[src/hdl/spms_pkg.sv]
// Package for the segment partition maximum-sum block.
// Holds field widths, defaults and the request and result structs.
// Used by segment_partition_max_sum_dp; depends on nothing else.
package spms_pkg;

	localparam int VALUE_W   = 16;
	localparam int TOTAL_W   = 48;
	localparam int CFG_W     = 5;
	localparam int MAX_K_DEF = 16;

	localparam logic [CFG_W-1:0] CFG_RESET = CFG_W'(1);

	typedef struct packed {
		logic [VALUE_W-1:0] item_value;
		logic               start_new;
	} item_t;

	typedef struct packed {
		logic [TOTAL_W-1:0] best_total;
		logic               saturated;
	} result_t;

	typedef struct packed {
		logic [VALUE_W-1:0] value;
		logic [TOTAL_W-1:0] total;
	} entry_t;

endpackage

[src/hdl/segment_partition_max_sum_dp.sv]
// Segment partition maximum-sum block: top level and only module.
// Uses spms_pkg for widths, structs and defaults.
// The scan walks lim window entries per accepted request, then FIN registers the result,
// where lim = min(items held for this sequence + 1, max_segment_length (0 read as 1)), at most MAX_K.
// A new request is taken only once the last result is issued; the window memory has one read
// port and the scan reads one entry per cycle through a shared multiply-add.
// Reset: control clears, max_segment_length becomes 1 and the history is empty;
// the window memory is not cleared.
module segment_partition_max_sum_dp #(
	parameter int MAX_K = spms_pkg::MAX_K_DEF
) (
	input  logic                        clk,
	input  logic                        arst_n,
	input  logic                        item_valid,
	output logic                        item_ready,
	input  spms_pkg::item_t             item,
	output logic                        result_valid,
	input  logic                        result_ready,
	output spms_pkg::result_t           result,
	input  logic                        cfg_valid,
	output logic                        cfg_ready,
	input  logic [spms_pkg::CFG_W-1:0]  cfg_data
);
	import spms_pkg::*;

	localparam int CW  = $clog2(MAX_K + 1);
	localparam int PW  = (MAX_K > 1) ? $clog2(MAX_K) : 1;
	localparam int PRW = VALUE_W + CW;

	localparam logic [1:0] ST_IDLE = 2'd0;
	localparam logic [1:0] ST_SCAN = 2'd1;
	localparam logic [1:0] ST_FIN  = 2'd2;

	localparam logic [PW-1:0] PTR_LAST = PW'(MAX_K - 1);

	function automatic logic [PW-1:0] ptr_dec(input logic [PW-1:0] p);
		ptr_dec = (p == '0) ? PTR_LAST : p - PW'(1);
	endfunction

	function automatic logic [PW-1:0] ptr_inc(input logic [PW-1:0] p);
		ptr_inc = (p == PTR_LAST) ? '0 : p + PW'(1);
	endfunction

	logic [1:0]         state_q;
	logic [CFG_W-1:0]   cfg_q;
	logic [CW-1:0]      seen_q;
	logic [CW-1:0]      lim_q;
	logic [CW-1:0]      len_q;
	logic [PW-1:0]      wptr_q;
	logic [PW-1:0]      rp_q;
	logic [VALUE_W-1:0] v_q;
	logic [VALUE_W-1:0] mx_q;
	logic [TOTAL_W-1:0] best_q;
	logic               sat_q;
	entry_t             rd_q;
	entry_t             mem [MAX_K];

	logic               valid_s1;
	logic [PRW-1:0]     prod_s1;
	logic [TOTAL_W-1:0] prev_s1;

	logic [CW-1:0]      k_c;
	logic [CW-1:0]      seen_c;
	logic [CW-1:0]      lim_c;
	logic [PW-1:0]      rd_addr;
	logic [TOTAL_W:0]   sum_c;
	logic [TOTAL_W-1:0] cand_c;
	logic [TOTAL_W-1:0] best_nx;
	logic               sat_nx;
	logic               item_acc;
	logic               out_free;
	logic               finish;

	assign item_ready = (state_q == ST_IDLE);
	assign cfg_ready  = 1'b1;
	assign item_acc   = item_valid && item_ready;
	assign out_free   = !result_valid || result_ready;
	assign finish     = (state_q == ST_FIN) && out_free;

	always_comb begin
		if (32'(cfg_q) > MAX_K) begin
			k_c = CW'(MAX_K);
		end else if (cfg_q == '0) begin
			k_c = CW'(1);
		end else begin
			k_c = CW'(cfg_q);
		end
		seen_c = item.start_new ? '0 : seen_q;
		lim_c  = (seen_c >= k_c) ? k_c : seen_c + CW'(1);
	end

	assign rd_addr = (state_q == ST_IDLE) ? ptr_dec(wptr_q) : ptr_dec(rp_q);

	always_comb begin
		sum_c   = {1'b0, prev_s1} + (TOTAL_W + 1)'(prod_s1);
		cand_c  = sum_c[TOTAL_W] ? '1 : sum_c[TOTAL_W-1:0];
		best_nx = best_q;
		sat_nx  = sat_q;
		if (valid_s1) begin
			if (cand_c > best_q) begin
				best_nx = cand_c;
			end
			if (sum_c[TOTAL_W]) begin
				sat_nx = 1'b1;
			end
		end
	end

	always_ff @(posedge clk) begin
		rd_q <= mem[rd_addr];
		if (finish) begin
			mem[wptr_q] <= '{value: v_q, total: best_nx};
		end
	end

	always_ff @(posedge clk) begin
		if (state_q == ST_IDLE || state_q == ST_SCAN) begin
			rp_q <= rd_addr;
		end
		if (item_acc) begin
			v_q    <= item.item_value;
			mx_q   <= item.item_value;
			lim_q  <= lim_c;
			len_q  <= CW'(1);
			best_q <= '0;
			sat_q  <= 1'b0;
		end else begin
			best_q <= best_nx;
			sat_q  <= sat_nx;
		end
		if (state_q == ST_SCAN) begin
			prod_s1 <= PRW'(len_q) * PRW'(mx_q);
			prev_s1 <= (len_q <= seen_q) ? rd_q.total : '0;
			len_q   <= len_q + CW'(1);
			if (rd_q.value > mx_q) begin
				mx_q <= rd_q.value;
			end
		end
		if (finish) begin
			result.best_total <= best_nx;
			result.saturated  <= sat_nx;
		end
	end

	always_ff @(posedge clk or negedge arst_n) begin
		if (!arst_n) begin
			state_q      <= ST_IDLE;
			cfg_q        <= CFG_RESET;
			seen_q       <= '0;
			wptr_q       <= '0;
			valid_s1     <= 1'b0;
			result_valid <= 1'b0;
		end else begin
			if (cfg_valid && cfg_ready) begin
				cfg_q <= cfg_data;
			end
			valid_s1 <= (state_q == ST_SCAN);
			if (result_valid && result_ready) begin
				result_valid <= 1'b0;
			end
			unique case (state_q)
				ST_IDLE: begin
					if (item_acc) begin
						seen_q  <= seen_c;
						state_q <= ST_SCAN;
					end
				end
				ST_SCAN: begin
					if (len_q == lim_q) begin
						state_q <= ST_FIN;
					end
				end
				ST_FIN: begin
					if (out_free) begin
						result_valid <= 1'b1;
						wptr_q       <= ptr_inc(wptr_q);
						if (32'(seen_q) < MAX_K) begin
							seen_q <= seen_q + CW'(1);
						end
						state_q <= ST_IDLE;
					end
				end
				default: begin
					state_q <= ST_IDLE;
				end
			endcase
		end
	end

endmodule

[config.mk]
export PLATFORM = sky130hd
export DESIGN_NAME = segment_partition_max_sum_dp
export DESIGN_NICKNAME = d
export VERILOG_FILES = /design/src/hdl/spms_pkg.sv /design/src/hdl/segment_partition_max_sum_dp.sv
export SDC_FILE = /design/constraint.sdc
export NUM_CORES = 2
export LEC_CHECK = 0
export BUFFER_PORTS_ARGS = -buffer_cell sky130_fd_sc_hd__buf_4
export CAP_MARGIN = 15
export CORE_ASPECT_RATIO = 1.2
export CORE_UTILIZATION = 45
export CTS_BUF_LIST = sky130_fd_sc_hd__clkbuf_2
export CTS_CLUSTER_SIZE = 30
export DETAILED_ROUTE_END_ITERATION = 8
export GPL_TIMING_DRIVEN = 1
export PLACE_DENSITY = 0.64
export SYNTH_ARGS = -nofsm -noshare
export SYNTH_HDL_FRONTEND = slang
export SYNTH_SLANG_ARGS = --single-unit
[constraint.sdc]
create_clock -name clk -period 11.4 [get_ports clk]
set_clock_uncertainty 0.1 [all_clocks]
set_input_delay 0.57 -clock clk [delete_from_list [all_inputs] [get_ports clk]]
set_output_delay 0.57 -clock clk [all_outputs]
set_load 0.005 [all_outputs]
# Yosys cells after proc, flatten, opt, wreduce, memory -nomap -nowiden

Memory sizes are Yosys's and may differ from the RTL's. A register that Yosys moved wholly into a read port is not among the register bits.
Cells that the tools add are included.

Add/sub/neg operators: 7
Reduce and logical (&&, ||, !) cells: 15
Multiplexer cells: 31
Order comparisons: 6
Multipliers: 1
Eq/ne operators: 8

Operators with widths:

| operator            | count |
|---|---|
| $mux 48             | 3 |
| $add 48x21->49      | 1 |
| $gt 48x48->1        | 1 |
| $mux 16             | 3 |
| $mux 5              | 9 |
| $mul 5x16->21       | 1 |
| $gt 16x16->1        | 1 |
| $mux 4              | 4 |
| $add 5x1->5 const B | 3 |
| $pmux 5 s2          | 1 |
| $logic_not 4->1     | 2 |
| $sub 4x1->4 const B | 2 |
| $mux 1              | 7 |
| $mux 2              | 3 |
| $ne 2x1->1 const B  | 3 |
| $pmux 2 s3          | 1 |
| $eq 5x5->1          | 1 |
| $ge 5x5->1          | 1 |
| $gt 5x5->1 const B  | 1 |
| $le 5x5->1          | 1 |
| $logic_not 5->1     | 1 |
| $lt 5x5->1 const B  | 1 |
| $add 4x1->4 const B | 1 |
| $eq 4x4->1 const B  | 1 |
| other kinds (11)    | 15 |

Register bits: 231
Input bits: 27
Word-level logic and storage cells: 86
Memories: 1
RAM bits: 1,024

Memories:

| memory | depth | bits a word | rd ports | clocked after memory_dff | write ports | line                               | text |
|---|---|---|---|---|---|---|---|
| mem    | 16    | 64          | 1        | 1                        | 1           | segment_partition_max_sum_dp.sv:56 | `entry_t mem [MAX_K];` |

# Logic depth before layout (Yosys ltp)

Word-level depth: 5
Depth in mapped cells: 23
Gate-level depth less buffers: 19

# Worst setup path before layout

OpenSTA, ideal clock, no wires.

Kind: input-to-reg
From: input port result_ready
To: memory mem[3][0] (netlist bit), enable pin
Stages: 5
Path buffers: 1
Data arrival time: 7.220 ns
Slack: 3.516 ns
Cells stage by stage: nand2b_1 -> nor2b_1 -> clkbuf_1 -> nand2_1 -> nor3_1

Word-level cells in the longest chain between the ends: 4

Ends and longest elaborated chain:

| item                         | line                                | text |
|---|---|---|
| start, declared              | segment_partition_max_sum_dp.sv:18  | `input logic result_ready,` |
| $logic_or 1x1->1             | segment_partition_max_sum_dp.sv:77  | `assign out_free = !result_valid \|\| result_ready;` |
| $logic_and 1x1->1            | segment_partition_max_sum_dp.sv:78  | `assign finish = (state_q == ST_FIN) && out_free;` |
| via finish                   | segment_partition_max_sum_dp.sv:72  | `logic finish;` |
| $mux 1                       | segment_partition_max_sum_dp.sv:111 | `if (finish) begin` |
| $mux 1 (implied by the code) | segment_partition_max_sum_dp.sv:112 | `mem[wptr_q] <= '{value: v_q, total: best_nx};` |
| end, declared                | segment_partition_max_sum_dp.sv:56  |  |

The timed path passes the listed nets, and every way through them passes these cells.

# Final worst setup path

From: register prod_s1[0]
To: memory mem[1][38] (netlist bit), data pin

Word-level cells in the longest chain between the ends: 5

Ends and longest elaborated chain:

| item                   | line                                | text |
|---|---|---|
| start, declared        | segment_partition_max_sum_dp.sv:59  | `logic [PRW-1:0] prod_s1;` |
| start signal, assigned | segment_partition_max_sum_dp.sv:132 | `prod_s1 <= PRW'(len_q) * PRW'(mx_q);` |
| $add 48x21->49 *       | segment_partition_max_sum_dp.sv:95  | `sum_c = {1'b0, prev_s1} + (TOTAL_W + 1)'(prod_s1);` |
| $mux 48 *              | segment_partition_max_sum_dp.sv:96  | `cand_c = sum_c[TOTAL_W] ? '1 : sum_c[TOTAL_W-1:0];` |
| $gt 48x48->1           | segment_partition_max_sum_dp.sv:100 | `if (cand_c > best_q) begin` |
| $mux 48 *              | segment_partition_max_sum_dp.sv:100 |  |
| $mux 48 *              | segment_partition_max_sum_dp.sv:99  | `if (valid_s1) begin` |
| via best_nx[38]        | segment_partition_max_sum_dp.sv:68  | `logic [TOTAL_W-1:0] best_nx;` |

Mark *: on every way through the listed nets, which the timed path passes. The rest lies on a longest branch.

==> metrics.md <==
| Metric | Value |
|---|---|
| Synthesized instance count | `4537` |
| DRC violations left | `0` |
| Ys async rst share | `0.0136` |
| Clock Pin Slew Worst Setup and Hold Paths | `110 ps` |
| Seq cells post-synth | `1319` |
| Initial antenna violation count | `4` |
| Vias per cell | `5.58` |
| DR WL/cell | `21.6 microns` |
| Area Overhead vs Synth | `10.6%` |
| Clock Sinks | `1319` |
| DP Wirelength | `76.6 mm` |
| Met1 Usage GRT | `0.292` |
| Site Rows | `141` |
| Mapped Nets | `4741` |
| Share of cells above drive strength 1 | `0.150` |
| Cell area after synthesis | `56200 sq um` |
| Post-cts sizing count | `0` |
| Worst EP arrival | `8470 ps` |
| Number of distinct library cells after synthesis | `78` |
| H-Tree Depth | `5` |
| Startpoint Class | `flop` |
| Vias in the first global route | `37.1k` |
| GRT Total Usage | `0.228` |
| GRT met2 Usage | `0.382` |
| Data required, critical path | `12490 ps` |
| GR Layer Usage met3 | `0.0450` |
| Maxcap violations | `0` |
| Post-layout min period | `7390 ps` |
| Synth Warn # | `0` |
| Clk buf depth | `4` |
| Core area | `123000 sq um` |
| Placed Area | `58600 sq um` |
| Run status | `complete, no violations` |
| Ys flop type | `edfxtp_1` |
| Sequential area share after synthesis | `0.680` |
| Final nets | `5034` |
| Cell area after layout | `62200 sq um` |
| Worst min path class | `input port to flop` |
| First-pass GRT wire length | `219 mm` |
| Port Buf Inserts | `77` |
| Worst-skew pair later-pin latency | `1660 ps` |
| Syn Area/Cell | `12.4 sq um` |
| TNS Setup | `0 ps` |
| Final setup violation count | `0` |
| CP Capture Type | `flop` |
| Worst-margin pin slew | `1110 ps` |
| Largest net degree at the start of global routing | `187` |
| Critical-path maximum fanout | `92` |
| Setup CP Type | `flop to flop` |
| I/O pin count | `79` |
| Die height | `389 microns` |
| DRT iter0 DRCs | `2913` |
| Post-synth EDFFs | `1172` |
| Grt total ovfl | `0` |
| Die X-Extent | `325 microns` |
| Reg2Reg Setup Slack | `4010 ps` |
| Root Buffer | `clkbuf_2` |
| Fmax | `0.135 GHz` |
| Via count | `37.5k` |
| DRT antenna net count | `0` |
| Die Area | `126000 sq um` |
| Slew Limit Fails | `0` |
| Routed WL | `145 mm` |
| Final hold vios | `0` |
| CTS tree | `yes` |
| Final period utilization | `0.648` |
| DRT Pass-1 Iters | `5` |
| RSZ-0062 raised after global routing | `false` |
| Placer Congestion | `0.875` |
| CTS Buf Count | `330` |
| Initial core utilization | `0.455` |
| Busiest grt layer | `met2` |
| Setup Buffers After CTS | `0` |
| Slew headroom | `0.258` |
| Utilization after layout | `0.504` |
==> path summary, 6_finish.rpt <==
check,from,end,depth (start not counted)
setup / recovery,prod_s1[0]$_DFFE_PP_,mem[1][38]$_DFFE_PP_,18
hold / removal,item[9],v_q[8]$_DFFE_PP_,3
setup reg to reg,prod_s1[0]$_DFFE_PP_,mem[1][38]$_DFFE_PP_,18
hold reg to reg,rd_q[40]$_DFF_P_,prev_s1[40]$_SDFFCE_PN0P_,1
max in group asynchronous,arst_n,wptr_q[2]$_DFFE_PN0P_,4
min in group asynchronous,arst_n,seen_q[3]$_DFFE_PN0P_,4
==> logic make-up (layout without fill, tap and decap cells) <==
kind of cell,count (synthesis),count (layout),share of synthesized area
other,1,5,0.0000667
XOR/XNOR,61,61,0.00950
AND/OR/NAND/NOR,1890,1890,0.147
multiplexers,50,50,0.00995
flip-flops,1319,1319,0.680
adder cells (fa/ha/maj),177,177,0.0451
buffers and inverters,407,944,0.0291
AO/OA/AOI/OAI,632,632,0.0792
==> critical path: stages, from the launching register on <==
cell and delay, ps:
edfxtp_1 380, ha_1 250, fa_1 440, a211oi_1 290
o21ba_1 250, a211o_1 230, a21o_1 460, a211o_2 570
buf_4 460, nand2_1 100, ha_1 300, a21o_1 180
a221o_1 350, a221oi_1 300, o22ai_1 120, nor3_1 520
a21oi_4 340, buf_12 300, a21oi_1 910
==> registers in the layout, summed over array words and instances, names as in the netlist, 2 cells and up <==
name     count
seen_q       5
rp_q         4
prod_s1     21
len_q        5
wptr_q       4
cfg_q        5
best_q      48
state_q      2
v_q         16
mem       1024
result      49
prev_s1     48
rd_q        64
lim_q        5
mx_q        16
==> cells in the final DEF (no fill, tap or decap), drive strengths merged, types with 17 or more instances in the layout <==
| master | instances |
|---|---|
| xnor2 | 40 |
| and3 | 138 |
| a21o | 28 |
| xor2 | 21 |
| fa | 43 |
| nand4 | 21 |
| nor3 | 21 |
| o21ai | 70 |
| dfrtp | 17 |
| a21oi | 146 |
| ha | 134 |
| edfxtp | 1172 |
| nand2 | 1178 |
| nor2 | 108 |
| a31oi | 96 |
| clkinv | 81 |
| inv | 143 |
| buf | 164 |
| nor2b | 55 |
| dlygate4sd3 | 65 |
| a311oi | 198 |
| nand3 | 282 |
| clkbuf | 487 |
| and2 | 46 |
| mux2 | 47 |
| dfxtp | 129 |
| a211oi | 30 |
==> metal layers <==
metal	vias up	share of wire
li1	17298	-
met1	18640	0.41
met2	1383	0.49
met3	216	0.070
met4	2	0.024
met5	-	0.00014
==> area by class of cell <==
| cell class | instances | area, sq um |
|---|---|---|
| repair buffers | 229 | 1930 |
| multi-input cells | 2811 | 16500 |
| inverters | 139 | 538 |
| diodes | 4 | 10.0 |
| well taps | 1644 | 2060 |
| flip-flops and latches | 1319 | 38200 |
| clock inverters | 89 | 452 |
| fillers | 10852 | 61300 |
| clock buffers | 487 | 2440 |
==> synth_stat cells, types with 19 or more instances <==
| cell type | instances | area share |
|---|---|---|
| nand2_1 | 1178 | 0.079 |
| edfxtp_1 | 1172 | 0.63 |
| nand3_1 | 282 | 0.025 |
| a311oi_1 | 198 | 0.031 |
| clkbuf_1 | 173 | 0.012 |
| a21oi_1 | 145 | 0.013 |
| and3_1 | 138 | 0.015 |
| inv_1 | 136 | 0.0091 |
| ha_1 | 134 | 0.030 |
| dfxtp_1 | 129 | 0.046 |
| nor2_1 | 108 | 0.0072 |
| a31oi_1 | 96 | 0.011 |
| o21ai_0 | 65 | 0.0058 |
| buf_2 | 63 | 0.0056 |
| nor2b_1 | 55 | 0.0061 |
| and2_1 | 46 | 0.0051 |
| fa_1 | 43 | 0.015 |
| xnor2_1 | 40 | 0.0062 |
| mux2_2 | 39 | 0.0078 |
| a211oi_1 | 28 | 0.0037 |
| a21o_1 | 27 | 0.0036 |
| buf_1 | 26 | 0.0017 |
| nand4_1 | 21 | 0.0023 |
| xor2_1 | 21 | 0.0033 |
| nor3_1 | 19 | 0.0017 |
==> through the flow <==
step / setup WS (ps) / hold WS [ps] / cells
2_1_floorplan: 3520 / 174 / 4537
3_3_place_gp: 4240 / 353 / 6071
3_5_place_dp: 4190 / 361 / 6072
4_1_cts: 4130 / 4.52 / 6713
5_1_grt: 3500 / 95.8 / 6721
6_report: 4010 / 257 / 6722
==> timing repair <==
item / in CTS / in global routing
endpoints found under the setup margin: 0 / 0
hold buffers: 65 / 0
endpoints found under the hold margin: 150 / 0
Power is left out: the tool's default activity adds up to more than one toggle a clock period on the data nets, which glitch-free logic cannot reach.
